==> config.mk <==
export PLATFORM = sky130hd
export DESIGN_NAME = stream_substring_replace_flat
export DESIGN_NICKNAME = d
export VERILOG_FILES = /design/src/hdl/ssr_pkg.sv /design/src/hdl/ssr_ifs.sv /design/src/hdl/ssr_cell.sv /design/src/hdl/ssr_burst.sv /design/src/hdl/stream_substring_replace.sv /design/src/flat_wrapper.sv
export SDC_FILE = /design/constraint.sdc
export NUM_CORES = 1
export LEC_CHECK = 0
export BUFFER_PORTS_ARGS = -buffer_cell sky130_fd_sc_hd__buf_2
export CAP_MARGIN = 20
export CORE_MARGIN = 2
export CORE_UTILIZATION = 30
export DETAILED_ROUTE_END_ITERATION = 10
export GPL_TIMING_DRIVEN = 0
export PLACE_DENSITY = 0.5
export SETUP_SLACK_MARGIN = 0.4
export SYNTH_ARGS = -nofsm -noshare
export SYNTH_HDL_FRONTEND = slang
export SYNTH_SLANG_ARGS = --single-unit
==> constraint.sdc <==
create_clock -name clk -period 4 [get_ports clk]
set_clock_uncertainty 0.1 [all_clocks]
set_input_delay 0.2 -clock clk [delete_from_list [all_inputs] [get_ports clk]]
set_output_delay 0.2 -clock clk [all_outputs]
set_load 0.005 [all_outputs]
==> src/hdl/ssr_pkg.sv <==
package ssr_pkg;

    // block dimensions
    localparam int WINDOW_BYTES = 8;
    localparam int MAX_LINE     = 1023;
    localparam int LEN_LIMIT    = (WINDOW_BYTES < 8) ? WINDOW_BYTES : 8;
    localparam int LINE_W       = $clog2(MAX_LINE + 1);

    localparam logic [LINE_W-1:0] LINE_MAX = LINE_W'(MAX_LINE);
    localparam logic [7:0]        NEWLINE  = 8'd10;

    // register map of the configuration channel
    typedef enum logic [1:0] {
        CFG_SEARCH_TEXT   = 2'd0,
        CFG_SEARCH_LEN    = 2'd1,
        CFG_REPLACE_TEXT  = 2'd2,
        CFG_REPLACE_LEN   = 2'd3
    } cfg_idx_t;

    // control handed to every window cell
    typedef struct packed {
        logic       shift;
        logic [7:0] new_byte;
    } cell_ctrl_t;

    // one item's results, loaded into the burst buffer at once
    typedef struct packed {
        logic [3:0]                  n;
        logic                        err;
        logic [LEN_LIMIT-1:0][7:0]   bytes;
    } burst_load_t;

    // clamp a 4-bit length register into minimum .. LEN_LIMIT
    function automatic logic [3:0] clamp_len(logic [3:0] v, logic [3:0] minimum);
        logic [3:0] x;
        x = v;
        if (x < minimum)
        begin
            x = minimum;
        end
        if (x > 4'(LEN_LIMIT))
        begin
            x = 4'(LEN_LIMIT);
        end
        return x;
    endfunction

endpackage

==> src/hdl/ssr_ifs.sv <==
// input beat: one text byte
interface ssr_in_if;
    logic       valid;
    logic       ready;
    logic [7:0] in_byte;
    logic       end_of_input;

    modport source (output valid, in_byte, end_of_input, input ready);
    modport sink   (input valid, in_byte, end_of_input, output ready);
endinterface

// output beat: one rewritten byte
interface ssr_out_if;
    logic       valid;
    logic       ready;
    logic [7:0] out_byte;
    logic       last_of_run;
    logic       line_too_long;

    modport source (output valid, out_byte, last_of_run, line_too_long, input ready);
    modport sink   (input valid, out_byte, last_of_run, line_too_long, output ready);
endinterface

// configuration write beat
interface ssr_cfg_if;
    logic        valid;
    logic        ready;
    logic [1:0]  index;
    logic [63:0] data;

    modport source (output valid, index, data, input ready);
    modport sink   (input valid, index, data, output ready);
endinterface

==> src/hdl/ssr_cell.sv <==
module ssr_cell (
    input  logic                clk,
    input  ssr_pkg::cell_ctrl_t ctrl,
    input  logic                here,
    input  logic                active,
    input  logic [7:0]          pat_byte,
    input  logic [7:0]          nbr_byte,
    output logic [7:0]          win_byte,
    output logic                match
);

    logic [7:0] byte_reg;
    logic [7:0] byte_next;

    // slot value after the incoming byte is written
    assign win_byte = here ? ctrl.new_byte : byte_reg;

    // inactive slots never block a hit
    assign match = !active || (win_byte == pat_byte);

    // on a miss the window slides toward slot zero
    assign byte_next = ctrl.shift ? nbr_byte : win_byte;

    always_ff @(posedge clk)
    begin
        byte_reg <= byte_next;
    end

endmodule

==> src/hdl/ssr_burst.sv <==
module ssr_burst (
    input  logic                 clk,
    input  logic                 rst_n,
    input  logic                 push,
    input  ssr_pkg::burst_load_t load,
    output logic                 free,
    ssr_out_if.source            dst
);

    logic [ssr_pkg::LEN_LIMIT-1:0][7:0] buf_reg;
    logic [ssr_pkg::LEN_LIMIT-1:0][7:0] buf_next;
    logic [3:0]                         cnt_reg;
    logic [3:0]                         cnt_next;
    logic                               err_reg;
    logic                               err_next;
    logic                               pop;

    // head slot drives the output
    assign dst.valid         = (cnt_reg != 4'd0);
    assign dst.out_byte      = buf_reg[0];
    assign dst.last_of_run   = (cnt_reg == 4'd1);
    assign dst.line_too_long = err_reg;

    assign pop  = dst.valid && dst.ready;
    assign free = (cnt_reg == 4'd0) || ((cnt_reg == 4'd1) && dst.ready);

    // load a whole run, or shift one beat out
    always_comb
    begin
        buf_next = buf_reg;
        cnt_next = cnt_reg;
        err_next = err_reg;
        if (push)
        begin
            buf_next = load.bytes;
            cnt_next = load.n;
            err_next = load.err;
        end
        else if (pop)
        begin
            for (int i = 0; i < ssr_pkg::LEN_LIMIT - 1; i++)
            begin
                buf_next[i] = buf_reg[i + 1];
            end
            cnt_next = cnt_reg - 4'd1;
        end
    end

    always_ff @(posedge clk or negedge rst_n)
    begin
        if (!rst_n)
        begin
            cnt_reg <= 4'd0;
            err_reg <= 1'b0;
        end
        else
        begin
            cnt_reg <= cnt_next;
            err_reg <= err_next;
        end
    end

    always_ff @(posedge clk)
    begin
        buf_reg <= buf_next;
    end

    // a run is loaded only into an empty or emptying buffer
    a_push_when_free: assert property (@(posedge clk) disable iff (!rst_n)
        push |-> (cnt_reg == 4'd0) || ((cnt_reg == 4'd1) && dst.ready))
        else $error("burst loaded while still holding beats");

    // fill never exceeds the depth
    a_cnt_bound: assert property (@(posedge clk) disable iff (!rst_n)
        cnt_reg <= 4'(ssr_pkg::LEN_LIMIT))
        else $error("burst count beyond depth");

    // an error report is a single beat
    a_err_single: assert property (@(posedge clk) disable iff (!rst_n)
        (err_reg && dst.valid) |-> (cnt_reg == 4'd1))
        else $error("error report longer than one beat");

endmodule

==> src/hdl/stream_substring_replace.sv <==
// latency: the first result of an input beat is shown the cycle after it is accepted
// throughput: one input beat per cycle while each beat gives at most one result and dst is
//   ready; a beat giving k results (k up to 8) stalls the input until the burst buffer,
//   which drains one beat per cycle while dst is ready, is down to its last beat
// reset: rst_n is asynchronous, active low; it empties window and burst buffer, clears
//   line count and error, and sets search length 1, other registers zero
module stream_substring_replace (
    input  logic        clk,
    input  logic        rst_n,
    ssr_in_if.sink      src,
    ssr_out_if.source   dst,
    ssr_cfg_if.sink     cfg
);

    localparam int N = ssr_pkg::LEN_LIMIT;

    // configuration registers
    logic [63:0] search_text_reg;
    logic [3:0]  search_len_reg;
    logic [63:0] replace_text_reg;
    logic [3:0]  replace_len_reg;

    // window and line state
    logic [3:0]                  count_reg;
    logic [3:0]                  count_next;
    logic [ssr_pkg::LINE_W-1:0]  line_cnt_reg;
    logic [ssr_pkg::LINE_W-1:0]  line_cnt_next;
    logic                        err_latched_reg;
    logic                        err_latched_next;

    logic [3:0]             slen;
    logic [3:0]             rlen;
    logic [3:0]             count_p;
    logic                   accept;
    logic                   cfg_wr;
    logic                   err_now;
    logic                   step;
    logic                   full;
    logic                   hit;
    logic                   flush;
    logic                   free;
    logic [N-1:0]           match;
    logic [N-1:0][7:0]      win;
    ssr_pkg::cell_ctrl_t    cell_ctrl;
    ssr_pkg::burst_load_t   load;

    assign slen = ssr_pkg::clamp_len(search_len_reg, 4'd1);
    assign rlen = ssr_pkg::clamp_len(replace_len_reg, 4'd0);

    assign cfg.ready = 1'b1;
    assign cfg_wr    = cfg.valid && cfg.ready;
    assign src.ready = free;
    assign accept    = src.valid && src.ready;

    // item classification
    assign err_now = accept && !err_latched_reg && (line_cnt_reg >= ssr_pkg::LINE_MAX);
    assign step    = accept && !err_latched_reg && !err_now;
    assign count_p = count_reg + 4'd1;
    assign full    = (count_p >= slen);
    assign hit     = full && (&match);
    assign flush   = (src.in_byte == ssr_pkg::NEWLINE) || src.end_of_input;

    assign cell_ctrl.shift    = step && full && !hit;
    assign cell_ctrl.new_byte = src.in_byte;

    // row of window cells
    for (genvar i = 0; i < N; i++)
    begin : g_cell
        logic [7:0] nbr;
        if (i == N - 1)
        begin : g_tail
            assign nbr = 8'd0;
        end
        else
        begin : g_mid
            assign nbr = win[i + 1];
        end

        ssr_cell u_cell (
            .clk      (clk),
            .ctrl     (cell_ctrl),
            .here     (step && (count_reg == 4'(i))),
            .active   (4'(i) < slen),
            .pat_byte (search_text_reg[8*i +: 8]),
            .nbr_byte (nbr),
            .win_byte (win[i]),
            .match    (match[i])
        );
    end

    // results of this beat: replacement on a hit, one error beat on line overflow, else the window in order
    always_comb
    begin
        load.err = err_now;
        load.n   = 4'd0;
        for (int i = 0; i < N; i++)
        begin
            load.bytes[i] = hit ? replace_text_reg[8*i +: 8] : win[i];
        end
        if (err_now)
        begin
            load.n     = 4'd1;
            load.bytes = '0;
        end
        else if (step)
        begin
            if (hit)
            begin
                load.n = rlen;
            end
            else if (flush)
            begin
                load.n = count_p;
            end
            else if (full)
            begin
                load.n = 4'd1;
            end
        end
    end

    // window count, line count and sticky error
    always_comb
    begin
        count_next       = count_reg;
        line_cnt_next    = line_cnt_reg;
        err_latched_next = err_latched_reg;
        if (err_now)
        begin
            count_next       = 4'd0;
            line_cnt_next    = '0;
            err_latched_next = 1'b1;
        end
        else if (step)
        begin
            if (hit || flush)
            begin
                count_next = 4'd0;
            end
            else if (full)
            begin
                count_next = slen - 4'd1;
            end
            else
            begin
                count_next = count_p;
            end
            line_cnt_next = flush ? '0 : line_cnt_reg + 1'b1;
        end
        if (cfg_wr && (ssr_pkg::cfg_idx_t'(cfg.index) == ssr_pkg::CFG_SEARCH_LEN))
        begin
            count_next = 4'd0;
        end
    end

    always_ff @(posedge clk or negedge rst_n)
    begin
        if (!rst_n)
        begin
            count_reg       <= 4'd0;
            line_cnt_reg    <= '0;
            err_latched_reg <= 1'b0;
        end
        else
        begin
            count_reg       <= count_next;
            line_cnt_reg    <= line_cnt_next;
            err_latched_reg <= err_latched_next;
        end
    end

    // configuration writes
    always_ff @(posedge clk or negedge rst_n)
    begin
        if (!rst_n)
        begin
            search_text_reg  <= 64'd0;
            search_len_reg   <= 4'd1;
            replace_text_reg <= 64'd0;
            replace_len_reg  <= 4'd0;
        end
        else if (cfg_wr)
        begin
            case (ssr_pkg::cfg_idx_t'(cfg.index))
                ssr_pkg::CFG_SEARCH_TEXT:  search_text_reg  <= cfg.data;
                ssr_pkg::CFG_SEARCH_LEN:   search_len_reg   <= cfg.data[3:0];
                ssr_pkg::CFG_REPLACE_TEXT: replace_text_reg <= cfg.data;
                ssr_pkg::CFG_REPLACE_LEN:  replace_len_reg  <= cfg.data[3:0];
                default: ;
            endcase
        end
    end

    // output side
    ssr_burst u_burst (
        .clk   (clk),
        .rst_n (rst_n),
        .push  (accept),
        .load  (load),
        .free  (free),
        .dst   (dst)
    );

    // the window always holds fewer bytes than the pattern
    a_window_short: assert property (@(posedge clk) disable iff (!rst_n)
        count_reg < slen)
        else $error("pending window reached pattern length");

    // the error is sticky
    a_err_sticky: assert property (@(posedge clk) disable iff (!rst_n)
        err_latched_reg |=> err_latched_reg)
        else $error("line error cleared without reset");

    // a line overflow empties the window and restarts the line count
    a_err_clears: assert property (@(posedge clk) disable iff (!rst_n)
        err_now |=> err_latched_reg && (count_reg == 4'd0) && (line_cnt_reg == '0))
        else $error("line overflow left state behind");

    // after the error no beat produces results
    a_err_silent: assert property (@(posedge clk) disable iff (!rst_n)
        (accept && err_latched_reg) |-> (load.n == 4'd0))
        else $error("result produced after line error");

endmodule
==> src/flat_wrapper.sv <==
// flat-port wrapper written by rule: the top's interface ports become plain ports
module stream_substring_replace_flat 
  (clk, rst_n, src_valid, src_in_byte, src_end_of_input, src_ready, dst_valid, dst_out_byte, dst_last_of_run, dst_line_too_long, dst_ready, cfg_valid, cfg_index, cfg_data, cfg_ready);
  ssr_in_if src_i ();
  ssr_out_if dst_i ();
  ssr_cfg_if cfg_i ();
  input  logic clk;
  input  logic rst_n;
  input wire logic [$bits(src_i.valid)-1:0] src_valid;
  input wire logic [$bits(src_i.in_byte)-1:0] src_in_byte;
  input wire logic [$bits(src_i.end_of_input)-1:0] src_end_of_input;
  output wire logic [$bits(src_i.ready)-1:0] src_ready;
  output wire logic [$bits(dst_i.valid)-1:0] dst_valid;
  output wire logic [$bits(dst_i.out_byte)-1:0] dst_out_byte;
  output wire logic [$bits(dst_i.last_of_run)-1:0] dst_last_of_run;
  output wire logic [$bits(dst_i.line_too_long)-1:0] dst_line_too_long;
  input wire logic [$bits(dst_i.ready)-1:0] dst_ready;
  input wire logic [$bits(cfg_i.valid)-1:0] cfg_valid;
  input wire logic [$bits(cfg_i.index)-1:0] cfg_index;
  input wire logic [$bits(cfg_i.data)-1:0] cfg_data;
  output wire logic [$bits(cfg_i.ready)-1:0] cfg_ready;
  assign src_i.valid = src_valid;
  assign src_i.in_byte = src_in_byte;
  assign src_i.end_of_input = src_end_of_input;
  assign src_ready = src_i.ready;
  assign dst_valid = dst_i.valid;
  assign dst_out_byte = dst_i.out_byte;
  assign dst_last_of_run = dst_i.last_of_run;
  assign dst_line_too_long = dst_i.line_too_long;
  assign dst_i.ready = dst_ready;
  assign cfg_i.valid = cfg_valid;
  assign cfg_i.index = cfg_index;
  assign cfg_i.data = cfg_data;
  assign cfg_ready = cfg_i.ready;
  stream_substring_replace u_core (.clk(clk), .rst_n(rst_n), .src(src_i), .dst(dst_i), .cfg(cfg_i));
endmodule
==> impl_metrics.env, run 1 <==
export IMPL_drt_iter0_drc=635
export IMPL_synth_area_leaders="dfrtp_1 27%, edfxtp_1 13%, mux2i_1 11%"
export IMPL_vias=10590
export IMPL_end_kind="flop"
export IMPL_ant_nets=0
export IMPL_netlist_top_cell_by_area="dfrtp_1"
export IMPL_avgSynthCellArea_um2=11.17
export IMPL_synth_compound_area_frac=0.06562
export IMPL_p_per_area_mw_per_mm2=547.8
export IMPL_syn_inst=1289
export IMPL_cts_tree="yes"
export IMPL_drc=0
export IMPL_timing_max_cap_violations=0
export IMPL_die_w_um=223.1
export IMPL_synth_common_cells="163 x mux2i_1, 155 x dfrtp_1, 133 x mux2_2"
export IMPL_routed_wirelength_mm=46.32
export IMPL_cp_start_kind="flop"
export IMPL_port_buffers=85
export IMPL_finalMaxSlewViolations=0
export IMPL_gp_congestion=0.8911
export IMPL_p_comb_frac=0.277
export IMPL_worstMarginPinSlew_ps=1149
export IMPL_fmax_ghz=0.2718
export IMPL_synth_area_mux_share=0.2207
export IMPL_antenna_found_initial=3
export IMPL_seqPwrFrac=0.408
export IMPL_swShare=0.3175
export IMPL_ys_types=65
export IMPL_clkSlewWorstSetupHoldPaths_ps=60
export IMPL_crit_arrival_ps=3960
export IMPL_dr_pass1_iters=5
export IMPL_finalInstanceArea_mm2=0.01855
export IMPL_async_reset_ff_frac=0.5493
export IMPL_coreArea_mm2=0.04755
export IMPL_syn2layout_area_growth_pct=28.89
export IMPL_cts_htree_levels=2
export IMPL_p_sw_w=0.003227
export IMPL_clk_latency_ps=530
export IMPL_power_w=0.01016
export IMPL_synth_top_family_by_area="multiplexers"
export IMPL_synth_xor_area_frac=0.06084
export IMPL_post_dp_hpwl_mm=32.60
export IMPL_synth_top_area_frac=0.2694
export IMPL_first_global_vias=10900
export IMPL_crit_type="flop to flop"
export IMPL_ys_seq_elements=284
export IMPL_start_util=0.3028
export IMPL_cts_root_buf="clkbuf_16"
export IMPL_dpl_cell_area_mm2=0.01566
export IMPL_grt_use_total=0.1856
export IMPL_setup_violations=0
export IMPL_fin_nets=1622
export IMPL_synth_flop_cell="dfrtp_1"
export IMPL_synthAdderAreaFrac=0.01391
export IMPL_io_pins=93
export IMPL_wl_per_cell_um=21.37
export IMPL_clkPwrFrac=0.314
export IMPL_cts_sinks=284
export IMPL_rsz0062_at_grt="yes"
export IMPL_synthesis_nets=1385
export IMPL_r2r_slack_ps=320
export IMPL_avgViaCountPerCell=4.888
export IMPL_grt_ovfl_total=0
export IMPL_worstHoldPathType="input pin to flop"
export IMPL_die_area_mm2=0.04975
export IMPL_seq_area_frac_synth=0.4938
export IMPL_leakage_nw=8.251
export IMPL_grt_pass1_wl_mm=68.92
export IMPL_status="finished clean"
export IMPL_die_h_um=223.1
export IMPL_finalHoldViolations=0
export IMPL_clockBufferDepth=3
export IMPL_post_route_min_period_ps=3680
export IMPL_yosys_area_share_simple=0.09161
export IMPL_yosysMostFrequentCell="mux2i_1"
export IMPL_required_ps=4280
export IMPL_critPathMaxFanout=10
export IMPL_relSlewSlack=0.2343
export IMPL_grt_max_degree=96
export IMPL_fillers=4628
export IMPL_fin_crit_sh=0.9199
export IMPL_ir_drop_mv=0.2968
export IMPL_std_cell_rows=80
export IMPL_synth_edf_count=64
export IMPL_syn_cell_area_mm2=0.01440
export IMPL_p_int_w=0.006937
export IMPL_yosysWarningCount=0
export IMPL_numCtsBuffers=34
export IMPL_layout_drive_gt1_share=0.2766
## power groups by stage
stage          registers [W]  clock network [W]  logic [W]
5_1_grt              0.00422            0.00337    0.00308
4_1_cts              0.00415            0.00326    0.00264
2_1_floorplan        0.00402                  0    0.00165
3_3_place_gp         0.00419                  0    0.00233
6_report             0.00415            0.00320    0.00282
3_5_place_dp         0.00419                  0    0.00238
## stage by stage
stage,setup slack (ps),instances,utilization,hold slack (ps),TNS (ps)
after floorplan,667.4,1289,-,-195.6,0
after global placement,-416.6,1989,0.3279,345.6,-33840
after detailed placement,-485.7,1992,0.3294,204.5,-43180
after CTS,350.6,2146,0.3808,0.4385,0
after global routing,219.4,2167,0.3902,14.55,0
final,320.3,2167,0.3902,20.51,0
## repair_timing
action | CTS | global route
setup endpoints to repair | 135 | 133
pin swaps | 16 | 21
setup buffers | 23 | 16
hold buffers | 66 | 0
gates cloned | 4 | 4
gates resized for setup | 120 | 82
hold endpoints to repair | 231 | 0
## area by class of cell
class / count / area (µm²) / share of cell area
Antenna cell: 1 / 2.502 / 0.0001349
Clock buffer: 46 / 969.7 / 0.05226
Buffer: 78 / 561.8 / 0.03028
Tap cell: 615 / 769.5 / 0.04147
Sequential cell: 284 / 7112 / 0.3833
Clock inverter: 15 / 167.7 / 0.009036
Inverter: 90 / 337.8 / 0.01821
Multi-Input combinational cell: 837 / 6937 / 0.3739
Timing Repair Buffer: 201 / 1697 / 0.09144
## routing by layer
metal | GRT usage | vias to the layer above | part of all wire
li1 | - | 4987 | -
met1 | 0.2462 | 5256 | 0.45
met2 | 0.3122 | 276 | 0.47
met3 | 0.02911 | 74 | 0.046
met4 | 0.05542 | 0 | 0.026
met5 | 0 | - | 0
## final timing paths
kind,start,end,cells past startpoint
setup reg to reg,u_core.u_burst.cnt_reg[3],u_core.g_cell[2].u_cell.byte_reg[1],17
setup / recovery,u_core.u_burst.cnt_reg[3],u_core.g_cell[2].u_cell.byte_reg[1],17
min in group asynchronous,rst_n,u_core.replace_text_reg[37],2
hold / removal,dst_ready,u_core.u_burst.cnt_reg[2],3
max in group asynchronous,rst_n,u_core.search_text_reg[4],3
hold reg to reg,u_core.u_burst.dst.line_too_long,u_core.u_burst.dst.line_too_long,1
## layout by cell type, fill, tap and decap left out, types with 10 or more instances in the layout
| cell type | n |
|---|---|
| buf_6 | 17 |
| o21ai_2 | 15 |
| nand2_1 | 102 |
| o21ai_0 | 41 |
| nand4_1 | 18 |
| mux2i_4 | 10 |
| ha_1 | 12 |
| xor2_1 | 46 |
| buf_4 | 41 |
| buf_2 | 85 |
| a21oi_1 | 24 |
| dfxtp_1 | 64 |
| xnor2_1 | 54 |
| nor3_1 | 10 |
| dlygate4sd3_1 | 66 |
| and2_1 | 16 |
| inv_1 | 86 |
| clkbuf_1 | 43 |
| nand3_1 | 18 |
| buf_12 | 10 |
| mux2_2 | 126 |
| o21ai_1 | 34 |
| clkbuf_16 | 41 |
| nor4_1 | 12 |
| edfxtp_1 | 64 |
| dfrtp_1 | 152 |
| nor2_1 | 35 |
| mux2i_1 | 148 |
## worst max-delay path, stage by stage, from the launching register on
cell and delay (ps):
dfrtp_2 420, buf_4 140, nor4b_4 190, buf_4 150, buf_4 100, nand4_1 130
or3b_4 430, buf_6 130, a21o_1 140, a32oi_1 200, a2111o_1 160, nor4_4 60
buf_4 150, buf_8 130, or3_4 430, buf_12 170, buf_6 160, mux2i_1 120
## kinds of logic after synthesis
family / Yosys count
multiplexers: 299
flip-flops: 284
AND/OR/NAND/NOR: 259
buffers and inverters: 168
AO/OA/AOI/OAI: 162
XOR/XNOR: 100
adder cells (fa/ha/maj): 16
other: 1
Note: power is estimated with default switching activity, not from simulation.
==> run 2: changes to the inputs <==
--- a/config.mk
+++ b/config.mk
@@ -12,7 +12,9 @@
 export DETAILED_ROUTE_END_ITERATION = 10
 export GPL_TIMING_DRIVEN = 0
 export PLACE_DENSITY = 0.5
+export RECOVER_POWER = 100
 export SETUP_SLACK_MARGIN = 0.4
 export SYNTH_ARGS = -nofsm -noshare
 export SYNTH_HDL_FRONTEND = slang
 export SYNTH_SLANG_ARGS = --single-unit
+export TNS_END_PERCENT = 20
==> impl_metrics.env, run 2 (same netlist as run 1, synthesis figures left out) <==
export IMPL_syn2layout_area_growth_pct=26.40
export IMPL_cts_root_buf="clkbuf_16"
export IMPL_cpLargestDelayFamily="compound AO/OA/AOI/OAI gates"
export IMPL_worstHoldPathType="input pin to flop"
export IMPL_final_setup_tns_ps=0
export IMPL_fin_nets=1615
export IMPL_cts_tree="yes"
export IMPL_setup_violations=0
export IMPL_die_h_um=223.1
export IMPL_crit_slowest_cell="a2111o_1"
export IMPL_gp_congestion=0.8911
export IMPL_r2r_slack_ps=170
export IMPL_post_route_min_period_ps=3827
export IMPL_std_cell_rows=80
export IMPL_antenna_found_initial=3
export IMPL_wl_met1_mm=20.95
export IMPL_relSlewSlack=-0.6965
export IMPL_worstMarginPinSlew_ps=2545
export IMPL_utilization=0.3827
export IMPL_io_pins=93
export IMPL_p_per_area_mw_per_mm2=550.1
export IMPL_hp_start="dst_ready"
export IMPL_fin_cells=2160
export IMPL_rr_startpoint="u_core.u_burst.cnt_reg[0]"
export IMPL_r2r_end="u_core.u_burst.buf_reg[47]"
export IMPL_hold_end="u_core.u_burst.cnt_reg[2]"
export IMPL_rsz0062_at_grt="yes"
export IMPL_grt_pass1_wl_mm=68.90
export IMPL_topRoutingLayerUsed="met4"
export IMPL_violations="max-capacitance violations, max-slew violations"
export IMPL_die_area_mm2=0.04975
export IMPL_layout_drive_gt1_share=0.2500
export IMPL_clkSlewWorstSetupHoldPaths_ps=60
export IMPL_drt_iter0_drc=750
export IMPL_finalMaxSlewViolations=96
export IMPL_timing_max_cap_violations=1
export IMPL_cts_htree_levels=2
export IMPL_crit_type="flop to flop"
export IMPL_start_util=0.3028
export IMPL_place_inst=1992
export IMPL_grt_use_total=0.1856
export IMPL_fin_crit_sh=0.9568
export IMPL_avgViaCountPerCell=4.893
export IMPL_worst_r2r_cell_count=15
export IMPL_final_common_cell="mux2i_1"
export IMPL_end_kind="flop"
export IMPL_dr_wl_met3_mm=2.032
export IMPL_numCtsBuffers=34
export IMPL_first_global_vias=10900
export IMPL_final_cell_mix="155 x mux2i_1, 154 x dfrtp_1, 128 x mux2_2"
export IMPL_clk_latency_ps=530
export IMPL_dr_wl_met2_mm=21.99
export IMPL_cts_sinks=284
export IMPL_post_dp_hpwl_mm=32.60
export IMPL_routed_wirelength_mm=46.21
export IMPL_finalHoldViolations=0
export IMPL_ir_drop_mv=0.2965
export IMPL_die_w_um=223.1
export IMPL_required_ps=4180
export IMPL_status="finished, violations left"
export IMPL_path_cells="inv_1, ha_1, a21o_4, nand4_1, clkbuf_1, nor2_4, mux2i_1, a32oi_1, a2111o_1, nor4_4, buf_6, buf_12, buf_12, mux2i_1, o21ai_0"
export IMPL_grt_ovfl_total=0
export IMPL_hold_ws_ps=22.48
export IMPL_holdPathStages=3
export IMPL_clockBufferDepth=3
export IMPL_crit_arrival_ps=4010
export IMPL_cp_start_kind="flop"
export IMPL_vias=10570
export IMPL_leakage_nw=8.097
export IMPL_fmax_ghz=0.2613
export IMPL_drc=0
export IMPL_slowest_delay_ps=450
export IMPL_cp_num_buf_inv=5
export IMPL_wl_per_cell_um=21.39
export IMPL_port_buffers=85
export IMPL_dr_pass1_iters=5
export IMPL_critPathMaxFanout=10
export IMPL_grt_max_degree=96
export IMPL_ant_nets=0
export IMPL_coreArea_mm2=0.04755
==> run 2: final cells by class <==
class | instances | area (µm²)
antenna | 1 | 2.502
sequential | 284 | 7109
clock inverter | 15 | 167.7
fill | 4657 | 29350
buffer | 78 | 525.5
tap | 615 | 769.5
clock buffer | 46 | 969.7
inverter | 90 | 337.8
timing repair buffer | 194 | 1544
multi-input combinational | 837 | 6769
==> run 2: repair_timing <==
action / CTS / global route
setup endpoints to repair: 135 / 132
gates cloned: 4 / 5
hold buffers: 66 / 0
pin swaps: 16 / 8
buffers inserted: 23 / 8
endpoints found under the hold margin: 231 / 0
gates resized for setup: 114 / 42
==> run 2: worst max-delay path by stage <==
| stage | from | to | slack [ps] | depth (start not counted) |
|---|---|---|---|---|
| floorplan | u_core.line_cnt_reg[0] | u_core.u_burst.dst.out_byte[0] | 670 | 13 |
| global placement | src_in_byte[0] | u_core.u_burst.buf_reg[50] | -420 | 13 |
| detailed placement | src_in_byte[0] | u_core.u_burst.buf_reg[50] | -490 | 13 |
| CTS | u_core.u_burst.cnt_reg[2] | u_core.u_burst.dst.out_byte[0] | 350 | 12 |
| global route | u_core.u_burst.cnt_reg[0] | u_core.u_burst.buf_reg[50] | 90 | 15 |
| finish | u_core.u_burst.cnt_reg[0] | u_core.u_burst.buf_reg[47] | 170 | 15 |
==> run 2: tightest hold or removal path, cell delays in order <==
cell,delay (ps)
buf_2,140
a31oi_1,160
or3_1,100
==> run 2: stage by stage <==
| step | worst slack [ps] | instance area, µm² | total power (W) |
|---|---|---|---|
| floorplan | 667.4 | 14400 | 0.005675 |
| global placement | -416.6 | 15590 | 0.006523 |
| detailed placement | -485.7 | 15660 | 0.006572 |
| CTS | 350.6 | 18090 | 0.01004 |
| global route | 92.24 | 18200 | 0.01052 |
| finish | 173.0 | 18200 | 0.01001 |
==> run 2: report_power, final <==
group          switching (W)  internal (W)  leakage (nW)
Clock                0.00123       0.00195         0.550
Combinational        0.00146       0.00121          4.52
Sequential          0.000461       0.00369          3.03
==> run 2: routing by layer <==
layer,vias up,track usage
met1,5256,0.2463
li1,4971,-
met3,68,0.02911
met4,0,0.05542
met2,274,0.3120
met5,-,0
==> run 3: changes to the inputs <==
--- a/config.mk
+++ b/config.mk
@@ -13,7 +13,6 @@
 export GPL_TIMING_DRIVEN = 0
 export PLACE_DENSITY = 0.5
 export RECOVER_POWER = 100
-export SETUP_SLACK_MARGIN = 0.4
 export SYNTH_ARGS = -nofsm -noshare
 export SYNTH_HDL_FRONTEND = slang
 export SYNTH_SLANG_ARGS = --single-unit
==> impl_metrics.env, run 3 (same netlist as run 1, synthesis figures left out) <==
export IMPL_status="finished, violations left"
export IMPL_violations="max-capacitance violations, max-slew violations"
export IMPL_fin_crit_sh=0.9787
export IMPL_ant_nets=0
export IMPL_rr_startpoint="u_core.u_burst.cnt_reg[3]"
export IMPL_hp_start="cfg_index[1]"
export IMPL_coreArea_mm2=0.04755
export IMPL_first_global_vias=10680
export IMPL_avgViaCountPerCell=4.882
export IMPL_numCtsBuffers=34
export IMPL_clkSlewWorstSetupHoldPaths_ps=60
export IMPL_die_area_mm2=0.04975
export IMPL_power_w=0.009834
export IMPL_cp_endpoint="u_core.u_burst.buf_reg[49]"
export IMPL_crit_arrival_ps=4020
export IMPL_cts_htree_levels=2
export IMPL_startpoint="u_core.u_burst.cnt_reg[3]"
export IMPL_drc=0
export IMPL_p_per_area_mw_per_mm2=557.9
export IMPL_routed_wirelength_mm=45.14
export IMPL_r2r_end="u_core.u_burst.buf_reg[49]"
export IMPL_utilization=0.3708
export IMPL_ir_drop_mv=0.2982
export IMPL_rsz0062_at_grt="yes"
export IMPL_wl_per_cell_um=21.16
export IMPL_cts_tree="yes"
export IMPL_setup_violations=0
export IMPL_finalMaxSlewViolations=96
export IMPL_leakage_nw=7.851
export IMPL_port_buffers=85
export IMPL_fin_nets=1588
export IMPL_fillers=4704
export IMPL_worstHoldPathType="input pin to flop"
export IMPL_gp_congestion=0.8911
export IMPL_antenna_found_initial=3
export IMPL_clockBufferDepth=3
export IMPL_dr_pass1_iters=6
export IMPL_grt_max_degree=96
export IMPL_cts_root_buf="clkbuf_16"
export IMPL_timing_max_cap_violations=1
export IMPL_cp_start_kind="flop"
export IMPL_critPathMaxFanout=10
export IMPL_final_cell_mix="161 x mux2i_1, 154 x dfrtp_1, 133 x mux2_2"
export IMPL_post_route_min_period_ps=3915
export IMPL_vias=10410
export IMPL_worst_r2r_cell_count=12
export IMPL_relSlewSlack=-0.6797
export IMPL_clk_latency_ps=530
export IMPL_std_cell_rows=80
export IMPL_die_w_um=223.1
export IMPL_finalHoldViolations=0
export IMPL_final_common_cell="mux2i_1"
export IMPL_r2r_slack_ps=90
export IMPL_cts_sinks=284
export IMPL_syn2layout_area_growth_pct=22.46
export IMPL_die_h_um=223.1
export IMPL_drt_iter0_drc=665
export IMPL_fmax_ghz=0.2554
export IMPL_grt_pass1_wl_mm=67.90
export IMPL_grt_ovfl_total=0
export IMPL_start_util=0.3028
export IMPL_layout_drive_gt1_share=0.2215
export IMPL_required_ps=4110
export IMPL_worstMarginPinSlew_ps=2520
export IMPL_post_dp_hpwl_mm=32.60
export IMPL_crit_type="flop to flop"
export IMPL_end_kind="flop"
export IMPL_grt_use_total=0.1822
export IMPL_io_pins=93
==> run 3: timing repair <==
| action | CTS | global route |
|---|---|---|
| pin swaps | 1 | 4 |
| gates cloned | 0 | 1 |
| gates resized for setup | 8 | 44 |
| setup buffers | 1 | 10 |
| setup endpoints to repair | 117 | 132 |
| hold endpoints to repair | 232 | 0 |
| hold buffers | 67 | 0 |
==> run 3: stage by stage <==
| step | instances | setup slack [ps] | cell area (µm²) | hold slack [ps] | TNS, ps |
|---|---|---|---|---|---|
| 2_1_floorplan | 1289 | 667.4 | 14400 | -195.6 | 0 |
| 3_3_place_gp | 1989 | -416.6 | 15590 | 345.6 | -33840 |
| 3_5_place_dp | 1992 | -485.7 | 15660 | 204.5 | -43180 |
| 4_1_cts | 2121 | 2.183 | 17500 | 39.26 | 0 |
| 5_1_grt | 2133 | -19.80 | 17630 | 80.54 | -40.46 |
| 6_report | 2133 | 85.29 | 17630 | 41.52 | 0 |
==> run 3: worst min path at each step <==
stage | end | cells past startpoint
final | u_core.count_reg[3] | 3
after global routing | u_core.count_reg[0] | 3
after CTS | u_core.count_reg[3] | 3
after detailed placement | u_core.replace_text_reg[42] | 1
after global placement | u_core.replace_text_reg[54] | 2
after floorplan | u_core.count_reg[0] | 0
==> run 3: layer usage <==
| metal | track usage | up-vias | routed length, µm |
|---|---|---|---|
| li1 | - | 4905 | - |
| met2 | 0.3093 | 253 | 21770 |
| met5 | 0 | - | 0 |
| met4 | 0.04741 | 0 | 985 |
| met3 | 0.02621 | 57 | 1787 |
| met1 | 0.2436 | 5199 | 20590 |
==> run 3: power by group <==
group	switching (W)	internal, W	total (W)
Combinational	0.00139	0.00110	0.00249
Sequential	0.000463	0.00369	0.00415
Clock	0.00124	0.00195	0.00319
==> run 3: critical path: stages, from the launching register on <==
cell       delay, ps
dfrtp_1          440
or4b_4           590
nor2_4           150
and4_1           200
buf_4            220
mux2i_4          320
a2bb2oi_2        210
nand4_1          160
nor4_4           340
buf_6            220
buf_4            250
mux2i_1          200
o21ai_0          170
==> run 3: cell type report <==
| type | count | area [µm²] | share of cell area |
|---|---|---|---|
| inverters | 90 | 341.6 | 0.01938 |
| diodes | 1 | 2.502 | 0.0001420 |
| multi-input cells | 837 | 6625 | 0.3758 |
| clock buffers | 46 | 969.7 | 0.05501 |
| clock inverters | 15 | 167.7 | 0.009511 |
| repair buffers | 167 | 1195 | 0.06778 |
| plain buffers | 78 | 447.9 | 0.02541 |
| flip-flops and latches | 284 | 7109 | 0.4033 |
| well taps | 615 | 769.5 | 0.04365 |
